File: config.mk
export PLATFORM = sky130hd
export DESIGN_NAME = comm_watchdog_restart_limiter
export DESIGN_NICKNAME = d
export VERILOG_FILES = /design/src/sv/cwrl_pkg.sv /design/src/sv/cwrl_cfg.sv /design/src/sv/cwrl_core.sv /design/src/sv/comm_watchdog_restart_limiter.sv
export SDC_FILE = /design/constraint.sdc
export NUM_CORES = 1
export LEC_CHECK = 0
export BUFFER_PORTS_ARGS = -buffer_cell sky130_fd_sc_hd__buf_4
export CAP_MARGIN = 0
export CORE_ASPECT_RATIO = 1.75
export CORE_MARGIN = 2
export CORE_UTILIZATION = 50
export DETAILED_ROUTE_END_ITERATION = 16
export PLACE_DENSITY = 0.78
export SYNTH_ARGS = -nofsm -noshare
export SYNTH_HDL_FRONTEND = slang
export SYNTH_SLANG_ARGS = --single-unit
File: constraint.sdc
create_clock -name clk -period 12.45 [get_ports clk]
set_input_delay 0.6225 -clock clk [delete_from_list [all_inputs] [get_ports clk]]
set_output_delay 0.6225 -clock clk [all_outputs]
set_load 0.03 [all_outputs]
File: src/sv/cwrl_pkg.sv
// ----------------------------------------------------------------------------
// cwrl_pkg
// Types and constants shared by the restart limiter modules.
// ----------------------------------------------------------------------------
package cwrl_pkg;

    // command codes
    localparam logic [1:0] CMD_TICK      = 2'd0;
    localparam logic [1:0] CMD_COMM      = 2'd1;
    localparam logic [1:0] CMD_CLR_TRIES = 2'd2;

    // indicator codes
    localparam logic [1:0] IND_STANDBY = 2'd0;
    localparam logic [1:0] IND_WARNING = 2'd1;
    localparam logic [1:0] IND_RESTART = 2'd2;
    localparam logic [1:0] IND_COMM_OK = 2'd3;

    // configuration register indexes
    localparam logic [1:0] REG_EXPIRY_MS   = 2'd0;
    localparam logic [1:0] REG_RETRY_LIMIT = 2'd1;
    localparam logic [1:0] REG_WARNING_MS  = 2'd2;

    // configuration reset values
    localparam logic [31:0] EXPIRY_MS_RST   = 32'd600000;
    localparam logic [7:0]  RETRY_LIMIT_RST = 8'd3;
    localparam logic [31:0] WARNING_MS_RST  = 32'd60000;

    typedef struct packed {
        logic [1:0]  command;
        logic [15:0] tick_elapsed_ms;
    } in_item_t;

    typedef struct packed {
        logic [1:0]  indicator;
        logic        trigger;
        logic        is_halted;
        logic [7:0]  attempt_count;
        logic [31:0] remaining_ms;
    } out_item_t;

    typedef struct packed {
        logic [31:0] expiry_ms;
        logic [7:0]  retry_limit;
        logic [31:0] warning_ms;
    } cfg_t;

endpackage

File: src/sv/cwrl_cfg.sv
// ----------------------------------------------------------------------------
// cwrl_cfg
// Configuration registers written through a plain write port.
// ----------------------------------------------------------------------------
module cwrl_cfg
    import cwrl_pkg::*;
(
    input  logic        clk,
    input  logic        rst_n,
    input  logic        cfg_we,
    input  logic [1:0]  cfg_index,
    input  logic [31:0] cfg_data,
    output cfg_t        cfg
);

    cfg_t cfg_reg;
    cfg_t cfg_next;

    always_comb
    begin
        cfg_next = cfg_reg;
        if (cfg_we)
        begin
            case (cfg_index)
                REG_EXPIRY_MS:   cfg_next.expiry_ms   = cfg_data;
                REG_RETRY_LIMIT: cfg_next.retry_limit = cfg_data[7:0];
                REG_WARNING_MS:  cfg_next.warning_ms  = cfg_data;
                default:         cfg_next = cfg_reg;
            endcase
        end
    end

    always_ff @(posedge clk or negedge rst_n)
    begin
        if (!rst_n)
        begin
            cfg_reg.expiry_ms   <= EXPIRY_MS_RST;
            cfg_reg.retry_limit <= RETRY_LIMIT_RST;
            cfg_reg.warning_ms  <= WARNING_MS_RST;
        end
        else
        begin
            cfg_reg <= cfg_next;
        end
    end

    assign cfg = cfg_reg;

endmodule

File: src/sv/cwrl_core.sv
// ----------------------------------------------------------------------------
// cwrl_core
// Watchdog state and the single-pass update for one item.
// ----------------------------------------------------------------------------
module cwrl_core
    import cwrl_pkg::*;
(
    input  logic      clk,
    input  logic      rst_n,
    input  logic      en,
    input  in_item_t  item,
    input  cfg_t      cfg,
    output out_item_t res
);

    logic [31:0] since_reg;
    logic [31:0] since_next;
    logic [7:0]  attempts_reg;
    logic [7:0]  attempts_next;
    logic        halted_reg;
    logic        halted_next;
    logic [1:0]  led_reg;
    logic [1:0]  led_next;

    logic [32:0] sum;
    logic [31:0] base_since;
    logic [32:0] diff;
    logic [31:0] left;
    logic        is_tick;
    logic        fired;

    assign is_tick = (item.command == CMD_TICK) && !halted_reg;
    assign sum     = {1'b0, since_reg} + {17'b0, item.tick_elapsed_ms};
    // saturating add
    assign base_since = !is_tick ? since_reg : (sum[32] ? '1 : sum[31:0]);
    assign diff       = {1'b0, cfg.expiry_ms} - {1'b0, base_since};
    assign left       = diff[32] ? '0 : diff[31:0];

    always_comb
    begin
        since_next    = since_reg;
        attempts_next = attempts_reg;
        halted_next   = halted_reg;
        led_next      = led_reg;
        fired         = 1'b0;
        case (item.command)
            CMD_TICK:
            begin
                if (is_tick)
                begin
                    since_next = base_since;
                    if (left != '0 && left <= cfg.warning_ms)
                    begin
                        if (led_reg == IND_STANDBY)
                            led_next = IND_WARNING;
                    end
                    else if (left > cfg.warning_ms)
                    begin
                        if (led_reg == IND_WARNING)
                            led_next = IND_STANDBY;
                    end
                    if (left == '0)
                    begin
                        if (attempts_reg >= cfg.retry_limit)
                        begin
                            led_next    = IND_STANDBY;
                            halted_next = 1'b1;
                        end
                        else
                        begin
                            attempts_next = attempts_reg + 8'd1;
                            led_next      = IND_RESTART;
                            fired         = 1'b1;
                            since_next    = '0;
                        end
                    end
                end
            end
            CMD_COMM:
            begin
                since_next    = '0;
                halted_next   = 1'b0;
                attempts_next = '0;
                led_next      = IND_COMM_OK;
            end
            CMD_CLR_TRIES:
            begin
                attempts_next = '0;
                halted_next   = 1'b0;
            end
            default:
            begin
                since_next = since_reg;
            end
        endcase
    end

    always_comb
    begin
        res.indicator     = led_next;
        res.trigger       = fired;
        res.is_halted     = halted_next;
        res.attempt_count = attempts_next;
        // counter restarts at zero after a restart or communication
        res.remaining_ms  = (fired || item.command == CMD_COMM) ? cfg.expiry_ms : left;
    end

    always_ff @(posedge clk or negedge rst_n)
    begin
        if (!rst_n)
        begin
            since_reg    <= '0;
            attempts_reg <= '0;
            halted_reg   <= 1'b0;
            led_reg      <= IND_STANDBY;
        end
        else if (en)
        begin
            since_reg    <= since_next;
            attempts_reg <= attempts_next;
            halted_reg   <= halted_next;
            led_reg      <= led_next;
        end
    end

    a_fire_restarts: assert property (@(posedge clk) disable iff (!rst_n)
        en && fired |=> since_reg == '0 && attempts_reg == $past(attempts_reg) + 8'd1)
        else $error("restart did not clear counter or bump attempts");

    a_comm_clears: assert property (@(posedge clk) disable iff (!rst_n)
        en && item.command == CMD_COMM |=>
            !halted_reg && attempts_reg == '0 && led_reg == IND_COMM_OK)
        else $error("communication did not clear state");

    a_halt_freezes: assert property (@(posedge clk) disable iff (!rst_n)
        en && halted_reg && item.command == CMD_TICK |=>
            halted_reg && $stable(since_reg) && $stable(attempts_reg))
        else $error("tick changed state while halted");

    a_fire_not_halted: assert property (@(posedge clk) disable iff (!rst_n)
        fired |-> !halted_next && !halted_reg)
        else $error("restart fired while halted");

endmodule

File: src/sv/comm_watchdog_restart_limiter.sv
// ----------------------------------------------------------------------------
// comm_watchdog_restart_limiter
// Communication-loss watchdog with a limit on restart attempts.
// ----------------------------------------------------------------------------
// Usage: each input item is a check tick with elapsed milliseconds, a
// communication-received event or a clear-attempts command; every item gives
// exactly one result with the indicator, trigger pulse, halted flag, attempt
// count and remaining time. Both channels use valid/stall: an item moves on a
// rising edge where valid is high and stall is low.
// The item sits in the input register while the update logic runs, and the
// result register loads when the item advances. Throughput is one item per
// cycle while the receiver does not stall; the state update is a single add,
// subtract and compare loop. While the receiver stalls, the result register
// holds; one more item waits in the input register, after which the input
// side stalls. Reset clears the counter, attempts, halted flag and indicator
// (standby) and loads the configuration defaults. The user must write
// configuration through cfg_we/cfg_index/cfg_data only while no item is in
// flight; the block itself does not enforce it.
// ----------------------------------------------------------------------------
module comm_watchdog_restart_limiter
    import cwrl_pkg::*;
(
    input  logic        clk,
    input  logic        rst_n,
    input  logic        item_valid,
    output logic        item_stall,
    input  in_item_t    item,
    output logic        result_valid,
    input  logic        result_stall,
    output out_item_t   result,
    input  logic        cfg_we,
    input  logic [1:0]  cfg_index,
    input  logic [31:0] cfg_data
);

    cfg_t      cfg;
    out_item_t core_res;

    logic      in_valid_reg;
    in_item_t  in_data_reg;
    logic      out_valid_reg;
    out_item_t out_data_reg;
    logic      advance;

    assign advance    = in_valid_reg && (!out_valid_reg || !result_stall);
    assign item_stall = in_valid_reg && !advance;

    cwrl_cfg u_cfg (
        .clk       (clk),
        .rst_n     (rst_n),
        .cfg_we    (cfg_we),
        .cfg_index (cfg_index),
        .cfg_data  (cfg_data),
        .cfg       (cfg)
    );

    cwrl_core u_core (
        .clk   (clk),
        .rst_n (rst_n),
        .en    (advance),
        .item  (in_data_reg),
        .cfg   (cfg),
        .res   (core_res)
    );

    always_ff @(posedge clk or negedge rst_n)
    begin
        if (!rst_n)
        begin
            in_valid_reg  <= 1'b0;
            out_valid_reg <= 1'b0;
        end
        else
        begin
            if (!item_stall)
                in_valid_reg <= item_valid;
            if (advance)
                out_valid_reg <= 1'b1;
            else if (!result_stall)
                out_valid_reg <= 1'b0;
        end
    end

    always_ff @(posedge clk)
    begin
        if (item_valid && !item_stall)
            in_data_reg <= item;
        if (advance)
            out_data_reg <= core_res;
    end

    assign result_valid = out_valid_reg;
    assign result       = out_data_reg;

endmodule
==> impl_metrics.ini <==
[setup_path]
r2r_start = u_core.since_reg[0]$_DFFE_PN0P_
required_ns = 12.65
r2r_end = result[42]$_DFFE_PP_
crit_path_end_kind = flop
worst_path_most_repeated_cell = a21oi_1
ff2ff_setup_slack_ns = 3.66
arrival_ns = 8.98
criticalPathCategory = reg2reg
slowest_delay_ns = 0.80
cp_max_fo = 40
r2r_cells = 30
slowest_stage = nor4_1
worst_setup_path_start_kind = flop

[synthesis]
synth_cell_types = 78
syn_nets = 1340
syn_area_mm2 = 0.0118
synthTopCellsByArea = dfrtp_1 (21%), edfxtp_1 (16%), ha_1 (9.5%)
yosysSeqAreaShare_pct = 40.9
yosys.area.top_type_share_pct = 21.3
ys_ff_latch = 179
synth_edf_count = 62
synth_warnings = 0
yosysTopAreaCell = dfrtp_1
async_flop_share_pct = 65.4
syn_inst = 1192
synth_area_per_cell_um2 = 9.87
synth_ff_type = dfrtp_1

[route]
wl_met1_mm = 11.9
firstDrtPassIters = 5
wl_met3_mm = 1.20
met2_length_mm = 17.0
vias = 9666
wl_per_cell_um = 19.8
drt-initial-drc-count = 879
drc = 0
ant_nets = 0
wirelength_mm = 31.5
via_per_inst = 6.07
top_layer = met4

[global_routing]
antenna_found_initial = 0
grt_use_total_pct = 26.1
grt_pass1_vias = 9722
grt_pass1_wl_mm = 50.0
grt_start_max_net_pins = 74
overflow = 0

[clock_tree]
path_clk_slew_ns = 0.06
clk_latency_ns = 0.46
cts_resized = 0
cts_htree_levels = 4
cts_tree = built
cts_max_path_buffers = 2
clkSinkCount = 179
cts_setup_buffers = 0
holdBufCountCts = 0
cts_made_buffers = 17
cts-root-buf = clkbuf_16

[pwr]
leakage_uw = 0.00590
power_density_mw_per_mm2 = 218
ir_worst_vdd_mv = 0.118

[floorplan]
rows = 74
die-area_mm2 = 0.0248
coreArea_mm2 = 0.0232
die_h_um = 207
pin_count = 103
die_w_um = 120
initial_core_util_pct = 50.6

[cells_and_area]
nNetsFinal = 1423
final_util_pct = 57.6
drive_above_1_share_pct = 21.6
fillCellCount = 2013
multi_input_area_mm2 = 0.00652
diodes = 0
seqCellArea_mm2 = 0.00481
area_growth_pct = 13.8
final_area_mm2 = 0.0134
largest_reg_flops = 72

[place]
place_congestion = 0.947
placed_area_mm2 = 0.0128
port-buffer-count = 102
hpwl_mm = 24.3

[timing]
min_period_over_period_pct = 70.6
period_needed_ns = 8.79
hold-worst-slack_ns = 0.153
maxSlewHeadroom_pct = 22.8
final_max_slew_viol_count = 0
fmax_mhz = 114
hold_viol_final = 0
fin_setup_tns_ns = 0
rsz0062_at_grt = no
skew_ns = 0.0150
setup_viol = 0
tightest_slew_ns = 1.16

[worst_hold_path]
hp-class = in2async

[run]
max-cap-violations = 0

[run_status]
status = complete, no violations
logic make-up (layout without fill, tap and decap cells):
kind of cell / after synthesis / after routing / synth area share [%]
and+or+nand+nor: 355 / 355 / 14.6
AOI/OAI and AO/OA: 307 / 307 / 16.5
DFF: 179 / 179 / 40.9
muxes: 111 / 111 / 11.5
buffers and inverters: 111 / 207 / 3.84
adders and majority gates: 91 / 91 / 9.81
xor gates and xnor gates: 38 / 38 / 2.83
worst max-delay path, delay by kind of cell (launching register included):
kind / cells / cell delay [ns]
AO/OA/AOI/OAI: 18 / 4.09
AND/OR/NAND/NOR: 7 / 2.31
adder cells (fa/ha/maj): 4 / 1.30
flip-flops: 1 / 0.40
buffers and inverters: 1 / 0.40
cells in the final DEF, fill, tap and decap left out, types with 12 or more instances in the layout:
cell type / n
nor3_1: 28
a21o_1: 29
nand2_1: 90
ha_1: 89
xnor2_1: 24
clkbuf_16: 18
nor2_1: 108
a21oi_1: 91
nand3_1: 29
o21ai_0: 79
mux2_4: 30
o211ai_1: 12
buf_4: 110
o21a_1: 17
xor2_1: 14
dfrtp_1: 100
edfxtp_1: 62
dfstp_2: 17
mux2_2: 70
nand4_1: 27
inv_1: 64
through the flow:
stage / worst slack [ns] / total power [uW] / std cells
floorplan: 4.84 / 1930 / 1192
global placement: 3.84 / 2300 / 1560
detailed placement: 3.79 / 2340 / 1560
CTS: 3.77 / 2910 / 1592
global route: 3.06 / 3110 / 1592
finish: 3.66 / 2920 / 1592
power by group:
group | leakage [uW] | total, uW | internal (uW) | switching, uW
Combinational | 0.00356 | 1500 | 627 | 876
Sequential | 0.00204 | 852 | 757 | 94.9
Clock | 0.000297 | 564 | 332 | 231
worst max-delay path by stage:
stage,startpoint,endpoint,slack (ns),cells after the start
global placement,in_data_reg[0]$_DFFE_PP_,result[42]$_DFFE_PP_,3.84,30
floorplan,u_core.since_reg[0]$_DFFE_PN0P_,result[42]$_DFFE_PP_,4.84,37
detailed placement,u_core.since_reg[0]$_DFFE_PN0P_,result[42]$_DFFE_PP_,3.79,30
CTS,u_core.since_reg[0]$_DFFE_PN0P_,result[42]$_DFFE_PP_,3.77,30
finish,u_core.since_reg[0]$_DFFE_PN0P_,result[42]$_DFFE_PP_,3.66,30
global route,u_core.since_reg[0]$_DFFE_PN0P_,u_core.led_reg[0]$_DFFE_PN0P_,3.06,35
synthesized netlist by cell type, types with 17 or more instances:
master    instances
o21ai_0          79
a21oi_1          92
dfrtp_1         100
mux2_2           70
nor3_1           28
o21a_1           17
inv_1            64
mux2_4           30
xnor2_1          24
nand4_1          27
nand2_1          90
clkbuf_1         36
dfstp_2          17
edfxtp_1         62
nand3_1          29
nor2_1          108
ha_1             89
a21o_1           29
metal layers:
metal | vias up | track usage, %
li1 | 4541 | -
met1 | 4733 | 27.8
met2 | 306 | 48.9
met3 | 86 | 4.01
met4 | 0 | 13.7
met5 | - | 0
layout make-up:
type | instances | area share, %
multi-input combinational | 902 | 48.7
timing repair buffer | 110 | 6.17
clock buffer | 23 | 3.58
sequential | 179 | 35.9
clock inverter | 9 | 0.954
tap | 304 | 2.84
inverter | 65 | 1.82
Power figures use the tool's default switching activity.
